File: config.mk
export PLATFORM = sky130hd
export DESIGN_NAME = signal_level_statistics
export DESIGN_NICKNAME = d
export VERILOG_FILES = /design/src/hw/rtl/sls_pkg.sv /design/src/hw/rtl/sls_div.sv /design/src/hw/rtl/signal_level_statistics.sv
export SDC_FILE = /design/constraint.sdc
export NUM_CORES = 1
export LEC_CHECK = 0
export ABC_AREA = 1
export BUFFER_PORTS_ARGS = -buffer_cell sky130_fd_sc_hd__buf_4
export CAP_MARGIN = 15
export CORE_UTILIZATION = 45
export CTS_CLUSTER_DIAMETER = 200
export DETAILED_ROUTE_END_ITERATION = 12
export SLEW_MARGIN = 20
export SYNTH_ARGS = -nofsm -noshare
export SYNTH_HDL_FRONTEND = slang
export SYNTH_SLANG_ARGS = --single-unit
File: constraint.sdc
create_clock -name clk_i -period 5.2 [get_ports clk_i]
set_clock_uncertainty 0.2 [all_clocks]
set_input_delay 0.52 -clock clk_i [delete_from_list [all_inputs] [get_ports clk_i]]
set_output_delay 0.52 -clock clk_i [all_outputs]
set_load 0.01 [all_outputs]
File: src/hw/rtl/sls_pkg.sv
package sls_pkg;

  localparam int unsigned SampleW = 16;
  localparam int unsigned TickW   = 32;
  localparam int unsigned AccW    = 32;
  localparam int unsigned LevelW  = 8;
  localparam int unsigned CfgIdxW = 1;

  localparam int unsigned MsPerSec    = 1000;
  localparam int unsigned SecPerMin   = 60;
  localparam int unsigned MinPerHour  = 60;
  localparam int unsigned HoursPerDay = 24;
  localparam int unsigned PeriodSec   = 5;

  localparam logic [TickW-1:0] SamplePeriodReset = TickW'(PeriodSec * MsPerSec);
  localparam logic [TickW-1:0] RestartGapReset   =
      TickW'(HoursPerDay * MinPerHour * SecPerMin * MsPerSec);

  typedef enum logic [CfgIdxW-1:0] {
    REG_SAMPLE_PERIOD = 1'b0,
    REG_RESTART_GAP   = 1'b1
  } cfg_reg_e;

  typedef enum logic [4:0] {
    ST_IDLE   = 5'b00001,
    ST_GAP    = 5'b00010,
    ST_DECIDE = 5'b00100,
    ST_DIV    = 5'b01000,
    ST_OUT    = 5'b10000
  } sls_state_e;

  typedef struct packed {
    logic             start;
    logic [AccW-1:0]  dividend;
    logic [AccW-1:0]  divisor;
  } div_req_t;

endpackage

File: src/hw/rtl/sls_div.sv
// Radix-2 restoring divider, one quotient bit per cycle.
module sls_div
  import sls_pkg::*;
(
  input  logic            clk_i,
  input  logic            rst_ni,
  input  div_req_t        req_i,
  output logic            done_o,
  output logic [AccW-1:0] quotient_o
);

  localparam int unsigned CntW = $clog2(AccW);
  localparam logic [CntW-1:0] LastCnt = CntW'(AccW - 1);

  logic            busy_q, busy_d;
  logic            done_q, done_d;
  logic [CntW-1:0] cnt_q, cnt_d;
  logic [AccW-1:0] quo_q, quo_d;
  logic [AccW-1:0] rem_q, rem_d;
  logic [AccW-1:0] den_q, den_d;
  logic [AccW:0]   trial;
  logic [AccW:0]   diff;

  assign trial = {rem_q, quo_q[AccW-1]};
  assign diff  = trial - {1'b0, den_q};

  always_comb begin
    busy_d = busy_q;
    done_d = 1'b0;
    cnt_d  = cnt_q;
    quo_d  = quo_q;
    rem_d  = rem_q;
    den_d  = den_q;
    if (req_i.start) begin
      busy_d = 1'b1;
      cnt_d  = '0;
      quo_d  = req_i.dividend;
      rem_d  = '0;
      den_d  = req_i.divisor;
    end else if (busy_q) begin
      // keep the difference when the trial remainder covers the divisor
      if (!diff[AccW]) begin
        rem_d = diff[AccW-1:0];
        quo_d = {quo_q[AccW-2:0], 1'b1};
      end else begin
        rem_d = trial[AccW-1:0];
        quo_d = {quo_q[AccW-2:0], 1'b0};
      end
      cnt_d = cnt_q + 1'b1;
      if (cnt_q == LastCnt) begin
        busy_d = 1'b0;
        done_d = 1'b1;
      end
    end
  end

  always_ff @(posedge clk_i or negedge rst_ni) begin
    if (!rst_ni) begin
      busy_q <= 1'b0;
      done_q <= 1'b0;
      cnt_q  <= '0;
    end else begin
      busy_q <= busy_d;
      done_q <= done_d;
      cnt_q  <= cnt_d;
    end
  end

  always_ff @(posedge clk_i) begin
    quo_q <= quo_d;
    rem_q <= rem_d;
    den_q <= den_d;
  end

  assign done_o     = done_q;
  assign quotient_o = quo_q;

  a_done_pulse: assert property (@(posedge clk_i) disable iff (!rst_ni)
    done_q |=> !done_q)
    else $error("divider done held longer than one cycle");

  a_done_after_busy: assert property (@(posedge clk_i) disable iff (!rst_ni)
    done_q |-> $past(busy_q))
    else $error("divider done without a running division");

  a_no_restart_busy: assert property (@(posedge clk_i) disable iff (!rst_ni)
    busy_q |-> !req_i.start)
    else $error("divider started while busy");

endmodule

File: src/hw/rtl/signal_level_statistics.sv
// Running statistics of a signal-strength reading. Each request carries a
// 16-bit sample and a 32-bit tick time; each one yields exactly one result
// with the low byte of the sample and the current max, min and mean. The
// first sample after reset or after a restart seeds all statistics. Later,
// a tick gap (modulo 2^32) of at least restart_gap_ticks only arms a restart
// that the next sample carries out; a gap of at least sample_period_ticks
// folds the sample into max, min, sum and count and recomputes the mean as
// the truncated sum / count. The block takes one request at a time: a seed
// passes the capture and gap states to the result, a restart arm or a dropped
// sample also the decide state, and an accepted sample then waits in the
// divide state for the radix-2 divider that produces one quotient bit per
// cycle. The next request is taken in the cycle after the result is taken.
// Configuration: index 0 is sample_period_ticks (reset 5000), index 1 is
// restart_gap_ticks (reset 86400000); write them only while the block is idle.
module signal_level_statistics
  import sls_pkg::*;
(
  input  logic               clk_i,
  input  logic               rst_ni,
  // configuration write channel
  input  logic               cfg_valid_i,
  output logic               cfg_ready_o,
  input  logic [CfgIdxW-1:0] cfg_index_i,
  input  logic [TickW-1:0]   cfg_data_i,
  // sample request channel
  input  logic               in_valid_i,
  output logic               in_ready_o,
  input  logic [SampleW-1:0] signal_sample_i,
  input  logic [TickW-1:0]   now_tick_i,
  // result channel
  output logic               out_valid_o,
  input  logic               out_ready_i,
  output logic [LevelW-1:0]  current_level_o,
  output logic [SampleW-1:0] level_max_o,
  output logic [SampleW-1:0] level_min_o,
  output logic [SampleW-1:0] level_mean_o
);

  sls_state_e state_q, state_d;

  // configuration registers
  logic [TickW-1:0] period_q, period_d;
  logic [TickW-1:0] restart_q, restart_d;

  // statistics state
  logic               need_seed_q, need_seed_d;
  logic [TickW-1:0]   last_time_q, last_time_d;
  logic [AccW-1:0]    sum_q, sum_d;
  logic [AccW-1:0]    count_q, count_d;
  logic [SampleW-1:0] max_q, max_d;
  logic [SampleW-1:0] min_q, min_d;
  logic [SampleW-1:0] mean_q, mean_d;

  // captured request and the tick gap
  logic [SampleW-1:0] sample_q, sample_d;
  logic [TickW-1:0]   now_q, now_d;
  logic [TickW-1:0]   gap_q, gap_d;

  logic            in_fire;
  logic            out_fire;
  logic            cfg_fire;
  logic            take_sample;
  logic [AccW-1:0] sum_next;
  logic [AccW-1:0] count_next;
  div_req_t        div_req;
  logic            div_done;
  logic [AccW-1:0] div_quotient;

  assign cfg_ready_o = 1'b1;
  assign cfg_fire    = cfg_valid_i && cfg_ready_o;
  assign in_ready_o  = (state_q == ST_IDLE);
  assign in_fire     = in_valid_i && in_ready_o;
  assign out_valid_o = (state_q == ST_OUT);
  assign out_fire    = out_valid_o && out_ready_i;

  // restart test wins over the period test
  assign take_sample = (gap_q < restart_q) && (gap_q >= period_q);
  assign sum_next    = sum_q + AccW'(sample_q);
  assign count_next  = count_q + 1'b1;

  // a zero count after wrap divides by zero, which the divider answers with all ones
  assign div_req.start    = (state_q == ST_DECIDE) && take_sample;
  assign div_req.dividend = sum_next;
  assign div_req.divisor  = count_next;

  sls_div u_div (
    .clk_i      (clk_i),
    .rst_ni     (rst_ni),
    .req_i      (div_req),
    .done_o     (div_done),
    .quotient_o (div_quotient)
  );

  // configuration writes
  always_comb begin
    period_d  = period_q;
    restart_d = restart_q;
    if (cfg_fire) begin
      case (cfg_index_i)
        REG_SAMPLE_PERIOD: period_d  = cfg_data_i;
        REG_RESTART_GAP:   restart_d = cfg_data_i;
        default: ;
      endcase
    end
  end

  // sequencer
  always_comb begin
    state_d     = state_q;
    need_seed_d = need_seed_q;
    last_time_d = last_time_q;
    sum_d       = sum_q;
    count_d     = count_q;
    max_d       = max_q;
    min_d       = min_q;
    mean_d      = mean_q;
    sample_d    = sample_q;
    now_d       = now_q;
    gap_d       = gap_q;
    case (state_q)
      ST_IDLE: begin
        if (in_fire) begin
          sample_d = signal_sample_i;
          now_d    = now_tick_i;
          state_d  = ST_GAP;
        end
      end
      ST_GAP: begin
        if (need_seed_q) begin
          // seed every statistic from this sample
          last_time_d = now_q;
          max_d       = sample_q;
          min_d       = sample_q;
          mean_d      = sample_q;
          sum_d       = AccW'(sample_q);
          count_d     = AccW'(1);
          need_seed_d = 1'b0;
          state_d     = ST_OUT;
        end else begin
          gap_d   = now_q - last_time_q;
          state_d = ST_DECIDE;
        end
      end
      ST_DECIDE: begin
        if (gap_q >= restart_q) begin
          // arm only; the next request reseeds
          need_seed_d = 1'b1;
          state_d     = ST_OUT;
        end else if (take_sample) begin
          count_d     = count_next;
          sum_d       = sum_next;
          last_time_d = now_q;
          if (sample_q > max_q) begin
            max_d = sample_q;
          end
          if (sample_q < min_q) begin
            min_d = sample_q;
          end
          state_d = ST_DIV;
        end else begin
          // gap below the period: hold the statistics
          state_d = ST_OUT;
        end
      end
      ST_DIV: begin
        if (div_done) begin
          mean_d  = div_quotient[SampleW-1:0];
          state_d = ST_OUT;
        end
      end
      ST_OUT: begin
        if (out_fire) begin
          state_d = ST_IDLE;
        end
      end
      default: state_d = ST_IDLE;
    endcase
  end

  always_ff @(posedge clk_i or negedge rst_ni) begin
    if (!rst_ni) begin
      state_q     <= ST_IDLE;
      period_q    <= SamplePeriodReset;
      restart_q   <= RestartGapReset;
      need_seed_q <= 1'b1;
      last_time_q <= '0;
      sum_q       <= '0;
      count_q     <= '0;
      max_q       <= '0;
      min_q       <= '0;
      mean_q      <= '0;
    end else begin
      state_q     <= state_d;
      period_q    <= period_d;
      restart_q   <= restart_d;
      need_seed_q <= need_seed_d;
      last_time_q <= last_time_d;
      sum_q       <= sum_d;
      count_q     <= count_d;
      max_q       <= max_d;
      min_q       <= min_d;
      mean_q      <= mean_d;
    end
  end

  always_ff @(posedge clk_i) begin
    sample_q <= sample_d;
    now_q    <= now_d;
    gap_q    <= gap_d;
  end

  assign current_level_o = sample_q[LevelW-1:0];
  assign level_max_o     = max_q;
  assign level_min_o     = min_q;
  assign level_mean_o    = mean_q;

  a_ready_xor_valid: assert property (@(posedge clk_i) disable iff (!rst_ni)
    !(in_ready_o && out_valid_o))
    else $error("request taken while a result is pending");

  a_busy_after_req: assert property (@(posedge clk_i) disable iff (!rst_ni)
    in_fire |=> !in_ready_o && !out_valid_o)
    else $error("request not held in work for a cycle");

  a_done_to_result: assert property (@(posedge clk_i) disable iff (!rst_ni)
    div_done |=> out_valid_o)
    else $error("division result did not reach the output");

  a_ready_after_result: assert property (@(posedge clk_i) disable iff (!rst_ni)
    out_fire |=> in_ready_o)
    else $error("block not ready after the result was taken");

endmodule

==> results.ini, run 1 <==
[global_route]
grt_max_degree = 119
grt_antenna_before_repair = 4
overflow = 0
grt_pass1_wl_um = 103400
track_usage = 0.2407
first_global_vias = 19445

[detailed_routing]
avgRoutedWirePerCell_um = 16.39
routed_wl_um = 64480
dr.pass1.iters = 5
vias_per_cell = 5.140
ant_nets = 0
drc = 0
vias = 20226
drt_iter0_markers = 1490

[pwr]
p_sw_frac = 0.4495
cellPowerDensity_mw_per_mm2 = 618.8
power.total_mw = 17.10
power.combinational.fraction = 0.502
p_seq_frac = 0.312
p_sw_mw = 7.687
power_frac_clock = 0.186
vdd_drop_max_mv = 0.4208
leakage_nw = 13.52
internal_power_mw = 9.415

[setup_path]
end_kind = flop
worstPathCellList = inv_1 > ha_1 > nand2_1 > inv_2 > nand3_1 > nor2_1 > and3_1 > a21oi_1 > nand3_4 > clkinv_1 > buf_4
r2r-end = u_div.den_q[11]
cpPeakStageDelay_ps = 890
cp_top_family = buffers and inverters
worstReg2RegStart = restart_q[26]
worstSetupStartpoint = restart_q[26]
cp.arrival_ps = 4050
r2r_cells = 11
crit_fanout = 66
startpoint_type = flop
critPathSlowestCell = clkinv_1
path_buf_inv = 4
worstSetupPathType = reg -> reg
rrSetupSlack_ps = 1250
required_ps = 5300

[logic_synthesis]
synth.distinct_cells = 52
synth-edff-count = 144
synth-seq-cells = 397
synth.avg_cell_area_um2 = 7.896
syn_area_mm2 = 0.02397
synth_warnings = 0
syn_inst = 3035
ys.flop_type = dfrtp_1
syn_nets = 3301
synth_seq_area_share = 0.4388
async_reset_ff_frac = 0.5567

[die]
core_region_area_mm2 = 0.05255
die_x_um = 232.8
start_util = 0.4560
num_io_pins = 145
die_area_mm2 = 0.05418
die_y_um = 232.8
rows = 84

[cells_and_area]
drive_above_1_share = 0.08937
fin_util = 0.5260
fin_cells = 3935
synthToLayoutAreaGrowth_pct = 15.33
fillCellCount = 5055
layout.nets = 3474
stdcell_area_mm2 = 0.02764
multiInputGateArea_mm2 = 0.01134
register_area_mm2 = 0.01052

[timing]
fin_crit_sh = 0.7593
finalCriticalPeriod_ps = 3948
hold_viol = 0
slew-limit-headroom = 0.3008
whs_ps = 28.63
fmax_ghz = 0.2533
tightest_slew_ps = 1046
tns_ps = 0
rsz0062_at_grt = no
slew_violations = 0
setup-violations-final = 0
timing.final.ws_setup_ps = 1252

[placed_design]
preCtsSetupSlack_ps = 1255
placed_cell_area_mm2 = 0.02557
dp_cells = 3792
hpwl_um = 46980
gp_congestion = 0.9057
io_buffers = 143

[clocking]
cts_tree = yes
clockBufferDepth = 3
cts_resized = 0
worstSkewPairLatency_ps = 570
cts.clk_slew.worst_paths_ps = 60
numClockSinks = 397
cts_buffers = 45
cts_root_buf = clkbuf_16
htreeDepth = 2

[min_path]
hold_path_end = period_q[6]
min_from = cfg_data_i[6]
worstHoldPathCells = 3
worstHoldPathType = in -> reg

[outcome]
status = finished clean

[flow_run]
max_cap_viol_count = 0

## layer usage
layer	vias to the layer above	wire [um]	global-route usage	part of all wire
li1	10188	-	-	-
met1	9494	30650	0.3394	0.48
met2	434	28570	0.3752	0.44
met3	106	3698	0.04755	0.057
met4	4	1533	0.06495	0.024
met5	-	22	0	0.00034
## synthesized netlist by cell type, drive strengths merged, types with 2 or more instances
cell type	n	area share
o21bai	8	0.0025
a21oi	133	0.028
a31oi	22	0.0057
xor2	82	0.030
xnor2	17	0.0062
a21boi	6	0.0019
fa	3	0.0025
a221oi	2	0.00073
dfrtp	205	0.21
nor2	176	0.029
inv	438	0.069
o21ai	212	0.045
edfxtp	144	0.18
dfxtp	32	0.027
and3	3	0.00078
nand3b	6	0.0019
or2	3	0.00078
clkinv	2	0.00031
buf	49	0.014
ha	177	0.092
a21o	11	0.0034
nor3	32	0.0071
nand4	49	0.013
o21a	7	0.0022
mux2i	8	0.0033
nand2	939	0.15
dfstp	16	0.018
nand3	195	0.041
clkbuf	40	0.0063
nor4	14	0.0052
## worst max path at each step
| stage | depth (start not counted) | to |
|---|---|---|
| 4_1_cts | 11 | u_div.den_q[11] |
| 3_5_place_dp | 11 | u_div.den_q[3] |
| 3_3_place_gp | 11 | u_div.den_q[4] |
| 6_report | 11 | u_div.den_q[11] |
| 2_1_floorplan | 4 | now_q[0] |
| 5_1_grt | 11 | u_div.den_q[11] |
## cell families after synthesis
group,count (synthesis),synth area share
DFF,397,0.4388
adders and majority gates,180,0.09491
buffers and inverters,529,0.08964
other,1,0.0001565
and+or+nand+nor,1417,0.2465
xor gates and xnor gates,99,0.03618
muxes,8,0.003341
AOI/OAI and AO/OA,404,0.09053
## registers in the layout, summed over array words and instances, names as in the netlist
| signal | count |
|---|---|
| u_div.rem_q | 32 |
| period_q | 32 |
| u_div.cnt_q | 5 |
| u_div.quotient_o | 32 |
| now_q | 32 |
| u_div.den_q | 32 |
| last_time_q | 32 |
| state_q | 5 |
| u_div.busy_q | 1 |
| level_min_o | 16 |
| count_q | 32 |
| gap_q | 32 |
| need_seed_q | 1 |
| level_mean_o | 16 |
| u_div.done_o | 1 |
| restart_q | 32 |
| level_max_o | 16 |
| sum_q | 32 |
| sample_q | 16 |
## power groups by stage
stage	Sequential, mW	Clock, mW	Combinational, mW
2_1_floorplan	5.15	0	6.12
3_3_place_gp	5.34	0	8.34
3_5_place_dp	5.36	0	8.47
4_1_cts	5.32	3.27	8.56
5_1_grt	5.43	3.39	9.74
6_report	5.33	3.19	8.58
## placed cells by master (no fill, tap or decap), types with 4 or more instances in the layout
| cell | netlist | final |
|---|---|---|
| clkinv_4 | 0 | 4 |
| a21boi_0 | 6 | 6 |
| nand3b_1 | 6 | 6 |
| dfrtp_1 | 205 | 205 |
| buf_4 | 20 | 156 |
| nor4_1 | 11 | 11 |
| o21a_1 | 7 | 7 |
| o21ai_0 | 169 | 169 |
| mux2i_1 | 8 | 8 |
| nor2_2 | 6 | 6 |
| dlygate4sd3_1 | 0 | 57 |
| dfxtp_1 | 32 | 32 |
| clkinv_1 | 2 | 7 |
| inv_1 | 428 | 428 |
| a21o_1 | 11 | 11 |
| ha_1 | 177 | 177 |
| nand3_1 | 192 | 191 |
| a21oi_1 | 131 | 131 |
| nor2_1 | 169 | 167 |
| clkbuf_16 | 0 | 48 |
| edfxtp_1 | 144 | 144 |
| nand2_1 | 931 | 929 |
| clkbuf_8 | 0 | 5 |
| xor2_1 | 82 | 82 |
| o21ai_1 | 41 | 41 |
| a31oi_1 | 22 | 22 |
| nor3_1 | 30 | 30 |
| o21bai_1 | 8 | 8 |
| inv_2 | 9 | 9 |
| nand4_1 | 49 | 49 |
| clkinv_2 | 0 | 7 |
| xnor2_1 | 17 | 17 |
| clkbuf_1 | 39 | 8 |
| nand2_2 | 7 | 8 |
| dfstp_2 | 16 | 16 |
## worst min-delay path: stages
cell	delay, ps
buf_4	110
inv_1	50
o21ai_0	70
## cell type report
cell class              instances  area share
inverters                     440     0.05984
flip-flops and latches        397      0.3804
clock buffers                  61     0.04703
well taps                     688     0.03114
multi-input cells            2109      0.4103
repair buffers                215     0.06428
diodes                          2   0.0001811
clock inverters                23    0.006835
## timing repair
item | CTS | global route
buffers inserted | 0 | 0
hold endpoints to repair | 146 | 0
endpoints found under the setup margin | 0 | 0
hold buffers | 57 | 0
Power figures use the tool's default switching activity.
==> run 2: changes to the inputs <==
- clock period: 5.2 -> 3.91 ns (I/O delays scaled with it)
==> results.ini, run 2 (synthesized netlist as in run 1, its figures left out) <==
[outcome]
status = finished clean

[detailed_routing]
drt_iter0_markers = 1468  ; -1.5%
routed_wl_um = 65250  ; +1.2%
dr.pass1.iters = 6  ; +1
vias = 20337  ; +0.55%
ant_nets = 0  ; unchanged
avgRoutedWirePerCell_um = 16.43  ; +0.26%
vias_per_cell = 5.120  ; -0.39%
drc = 0  ; unchanged

[setup_path]
critPathSlowestCell = fa_1
required_ps = 4240  ; -1060 ps
worstPathCellList = inv_1 > ha_1 > fa_1 > inv_1 > nand3_1 > nand2_1 > nand2_1 > nand3_2 > nand2_1 > nand2_2 > nand2_2 > nand2_1 > nand2_1 > nand2_2 > buf_4 > nand2_1 > nand2_1 > nand3_1 > nand2_1
worstSetupStartpoint = u_div.quotient_o[31]
cpPeakStageDelay_ps = 440  ; -450 ps
startpoint_type = flop
worstSetupPathType = reg -> reg
cp_top_family = simple AND/OR/NAND/NOR gates
end_kind = flop
path_buf_inv = 3  ; -1
cp.arrival_ps = 3680  ; -370 ps
crit_fanout = 20  ; -70%
worstReg2RegStart = u_div.quotient_o[31]
critPathMostFrequentCell = nand2_1

[die]
rows = 84  ; unchanged
die_y_um = 232.8  ; unchanged
num_io_pins = 145  ; unchanged
die_area_mm2 = 0.05418  ; unchanged
die_x_um = 232.8  ; unchanged
start_util = 0.4560  ; unchanged
core_region_area_mm2 = 0.05255  ; unchanged

[clocking]
cts_root_buf = clkbuf_16
clockBufferDepth = 3  ; unchanged
cts_resized = 0  ; unchanged
cts_tree = yes
cts_buffers = 45  ; unchanged
postCtsSetupBuffers = 0  ; unchanged
htreeDepth = 2  ; unchanged
hold_buffers = 83  ; +46%
worstSkewPairLatency_ps = 590  ; +20 ps
cts.clk_slew.worst_paths_ps = 60  ; about the same
numClockSinks = 397  ; unchanged

[timing]
tightest_slew_ps = 888.5  ; -157.8 ps
rsz0062_at_grt = no
hold_viol = 0  ; unchanged
fmax_ghz = 0.2982  ; +18%
tns_ps = 0  ; unchanged
fin_crit_sh = 0.8576  ; +0.09837
slew-limit-headroom = 0.4076  ; +0.1069
slew_violations = 0  ; unchanged
finalCriticalPeriod_ps = 3353  ; -594.9 ps
setup-violations-final = 0  ; unchanged

[cells_and_area]
layout.nets = 3509  ; +1.0%
fillCellCount = 5032  ; -0.45%
fin_util = 0.5356  ; +0.009643
synthToLayoutAreaGrowth_pct = 17.45
drive_above_1_share = 0.09238  ; +0.003010
layout_commonest_cell = nand2_1
final_cell_mix = nand2_1 (931), inv_1 (428), dfrtp_1 (205)

[pwr]
leakage_nw = 13.76  ; +1.8%
cellPowerDensity_mw_per_mm2 = 828.4  ; +34%
vdd_drop_max_mv = 0.4768  ; +13%

[global_route]
first_global_vias = 19853  ; +2.1%
track_usage = 0.2461  ; +0.005458
grt_antenna_before_repair = 8  ; +4
grt_pass1_wl_um = 105300  ; +1.9%
overflow = 0  ; unchanged
grt_max_degree = 119  ; unchanged

[flow_run]
max_cap_viol_count = 0  ; unchanged

[placed_design]
io_buffers = 143  ; unchanged
gp_congestion = 0.9430  ; +4.1%
hpwl_um = 47180  ; +0.43%

[min_path]
min_from = cfg_index_i
worstHoldPathType = in -> reg

==> run 2: metal layers <==
metal | track usage | vias to the layer above | routed length, um
li1 | - | 10254 | -
met1 | 0.3453 | 9496 | 31050
met2 | 0.3846 | 483 | 28720
met3 | 0.04988 | 98 | 3803
met4 | 0.06699 | 6 | 1628
met5 | 0 | - | 41
==> run 2: through the flow <==
step / hold WS (ps) / instance area [um2] / setup slack, ps / std cells / total power [mW]
2_1_floorplan: -104.6 / 23970 / 680.2 / 3035 / 14.99
3_3_place_gp: 253.8 / 25680 / 648.9 / 3801 / 18.40
3_5_place_dp: 259.1 / 25680 / 590.4 / 3801 / 18.60
4_1_cts: 208.4 / 28140 / 576.1 / 3968 / 23.38
5_1_grt: 285.9 / 28150 / 261.3 / 3972 / 25.29
6_report: 242.3 / 28150 / 556.6 / 3972 / 23.32
==> run 2: where the power goes <==
group	switching, mW	leakage (nW)	internal [mW]
Clock	1.81	0.801	2.79
Sequential	1.05	4.46	6.02
Combinational	7.54	8.51	4.10
==> run 2: area by class of cell <==
type / instances / area, um2 / area share
repair buffers: 250 / 2155 / 0.07655
inverters: 440 / 1654 / 0.05877
clock inverters: 26 / 302.8 / 0.01076
flip-flops and latches: 397 / 10520 / 0.3736
well taps: 688 / 860.8 / 0.03058
multi-input cells: 2109 / 11330 / 0.4025
diodes: 4 / 10.01 / 0.0003556
clock buffers: 58 / 1320 / 0.04690
==> run 2: final timing paths <==
path	end	slack, ps	cells past startpoint
max reg2reg	u_div.rem_q[31]	560	19
min reg2reg	last_time_q[28]	270	2
min	restart_q[18]	240	5
min in group asynchronous	level_max_o[14]	250	2
max	u_div.rem_q[31]	560	19
max in group asynchronous	state_q[0]	2330	3
==> run 2: tightest hold or removal path, delay by kind of cell <==
| kind | cells | cell delay, ps |
|---|---|---|
| buffers and inverters | 2 | 380 |
| AOI/OAI and AO/OA | 1 | 70 |
| and+or+nand+nor | 2 | 160 |
==> run 3: changes to the inputs <==
- clock period: 3.91 -> 4.1 ns (I/O delays scaled with it)
==> results.ini, run 3 (synthesized netlist as in run 1, its figures left out) <==
[outcome]
status = finished clean

[detailed_routing]
dr.pass1.iters = 6  ; unchanged
ant_nets = 0  ; unchanged
drc = 0  ; unchanged
vias_per_cell = 5.134  ; +0.27%
avgRoutedWirePerCell_um = 16.63  ; +1.2%
routed_wl_um = 66060  ; +1.2%
drt_iter0_markers = 1321  ; -10%
vias = 20392  ; +0.27%

[pwr]
leakage_nw = 13.72  ; -0.28%
cellPowerDensity_mw_per_mm2 = 786.2  ; -5.1%
power_frac_clock = 0.189  ; -0.008
vdd_drop_max_mv = 0.4736  ; -0.68%
power.combinational.fraction = 0.503  ; +0.004
internal_power_mw = 12.14  ; -6.0%
p_sw_mw = 9.931  ; -4.5%
p_seq_frac = 0.308  ; +0.005
p_sw_frac = 0.4500  ; +0.003978

[clocking]
postCtsSetupBuffers = 0  ; unchanged
numClockSinks = 397  ; unchanged
cts_root_buf = clkbuf_16
worstSkewPairLatency_ps = 590  ; about the same
cts_tree = yes
cts_buffers = 46  ; +2.2%
htreeDepth = 2  ; unchanged
cts.clk_slew.worst_paths_ps = 60  ; about the same
cts_resized = 0  ; unchanged
clockBufferDepth = 3  ; unchanged

[timing]
fmax_ghz = 0.3074  ; +3.1%
rsz0062_at_grt = no
fin_crit_sh = 0.7935  ; -0.06410
setup-violations-final = 0  ; unchanged
tns_ps = 0  ; unchanged
tightest_slew_ps = 723.2  ; -165.3 ps
finalCriticalPeriod_ps = 3254  ; -99.87 ps
slew_violations = 0  ; unchanged
hold_viol = 0  ; unchanged
slew-limit-headroom = 0.5167  ; +0.1091

[setup_path]
required_ps = 4320  ; +80 ps
crit_fanout = 49  ; +150%
startpoint_type = flop
end_kind = flop
rrSetupSlack_ps = 850  ; +290 ps
worstSetupPathType = reg -> reg
cp.arrival_ps = 3470  ; -210 ps

[die]
core_region_area_mm2 = 0.05255  ; unchanged
rows = 84  ; unchanged
die_area_mm2 = 0.05418  ; unchanged
die_x_um = 232.8  ; unchanged
start_util = 0.4560  ; unchanged
die_y_um = 232.8  ; unchanged
num_io_pins = 145  ; unchanged

[cells_and_area]
layout_commonest_cell = nand2_1
synthToLayoutAreaGrowth_pct = 17.13
fin_util = 0.5342  ; -0.001452
final_cell_mix = nand2_1 (929), inv_1 (428), dfrtp_1 (205)
drive_above_1_share = 0.09263  ; +0.0002484
fillCellCount = 5018  ; -0.28%
register_area_mm2 = 0.01052  ; unchanged
layout.nets = 3512  ; +0.085%
multiInputGateArea_mm2 = 0.01134  ; +0.13%

[flow_run]
max_cap_viol_count = 0  ; unchanged

[global_route]
track_usage = 0.2482  ; +0.002036
grt_antenna_before_repair = 4  ; -4
overflow = 0  ; unchanged
grt_pass1_wl_um = 106500  ; +1.2%
first_global_vias = 19932  ; +0.40%
grt_max_degree = 120  ; +0.84%

[min_path]
worstHoldPathType = in -> async

[placed_design]
io_buffers = 143  ; unchanged
gp_congestion = 0.9138  ; -3.1%
hpwl_um = 49020  ; +3.9%

-- run 3: changes by cell type in the layout (fill, tap and decap cells not counted), sizes merged --
cell and delta:
clkinv -2, bufinv -3, clkbuf +4, inv -1
diode -2, clkinvlp +2, buf +2
-- run 3: through the flow --
step	hold WS [ps]	worst slack (ps)	instances	area (um2)	total power, mW
global placement	221.0	893.4	3803	25690	17.63
finish	169.2	846.5	3972	28070	22.07
floorplan	-85.59	89.78	3035	23970	14.30
CTS	179.1	869.9	3970	28060	22.13
detailed placement	226.6	882.8	3803	25690	17.78
global route	217.5	648.6	3971	28070	23.89
-- run 3: routing by layer --
layer / share of wire / GRT usage / up-vias / routed length, um
met5: 0.00033 / 0 / - / 22
met4: 0.026 / 0.07884 / 4 / 1725
met3: 0.053 / 0.03529 / 90 / 3510
met2: 0.44 / 0.3825 / 505 / 29030
met1: 0.48 / 0.3579 / 9554 / 31770
li1: - / - / 10239 / -
-- run 3: power by group through the flow --
stage                     Clock [mW]  Sequential [mW]  Combinational, mW
after floorplan                    0             6.54               7.76
after global placement             0             6.81               10.8
after detailed placement           0             6.83               11.0
after CTS                       4.28             6.77               11.1
after global routing            4.42             6.91               12.6
final                           4.17             6.79               11.1
-- run 3: repair_timing --
item                                   in CTS  in global routing
endpoints found under the hold margin     181                  0
hold buffers                               83                  0
setup endpoints to repair                   0                  0
-- run 3: final timing paths --
path                                 start             endpoint  cells past startpoint
setup / recovery             restart_q[26]  u_div.quotient_o[0]                     16
hold / removal                      rst_ni      level_max_o[14]                      2
setup reg to reg             restart_q[26]  u_div.quotient_o[0]                     16
hold reg to reg            last_time_q[27]      last_time_q[27]                      2
max in group asynchronous           rst_ni            sum_q[14]                      3
min in group clk_i         last_time_q[27]      last_time_q[27]                      2
-- run 3: critical path, stage by stage, from the launching register on --
cell      delay, ps
dfstp_2         530
inv_1            40
ha_1            280
nand2_1          70
inv_2            40
nand3_1          60
nand3_1          70
nand2_1          60
nand2_1          40
inv_1            60
nand2_1          90
a21oi_1         290
nand3_4         140
clkinv_1         60
buf_4           510
nand2_1         330
o21ai_0         160
-- run 3: area by class of cell --
cell class,count,share of cell area
Antenna cell,2,0.0001783
Timing Repair Buffer,252,0.07684
Clock buffer,62,0.04685
Inverter,440,0.05893
Clock inverter,22,0.007800
Tap cell,688,0.03067
Multi-Input combinational cell,2109,0.4041
Sequential cell,397,0.3746
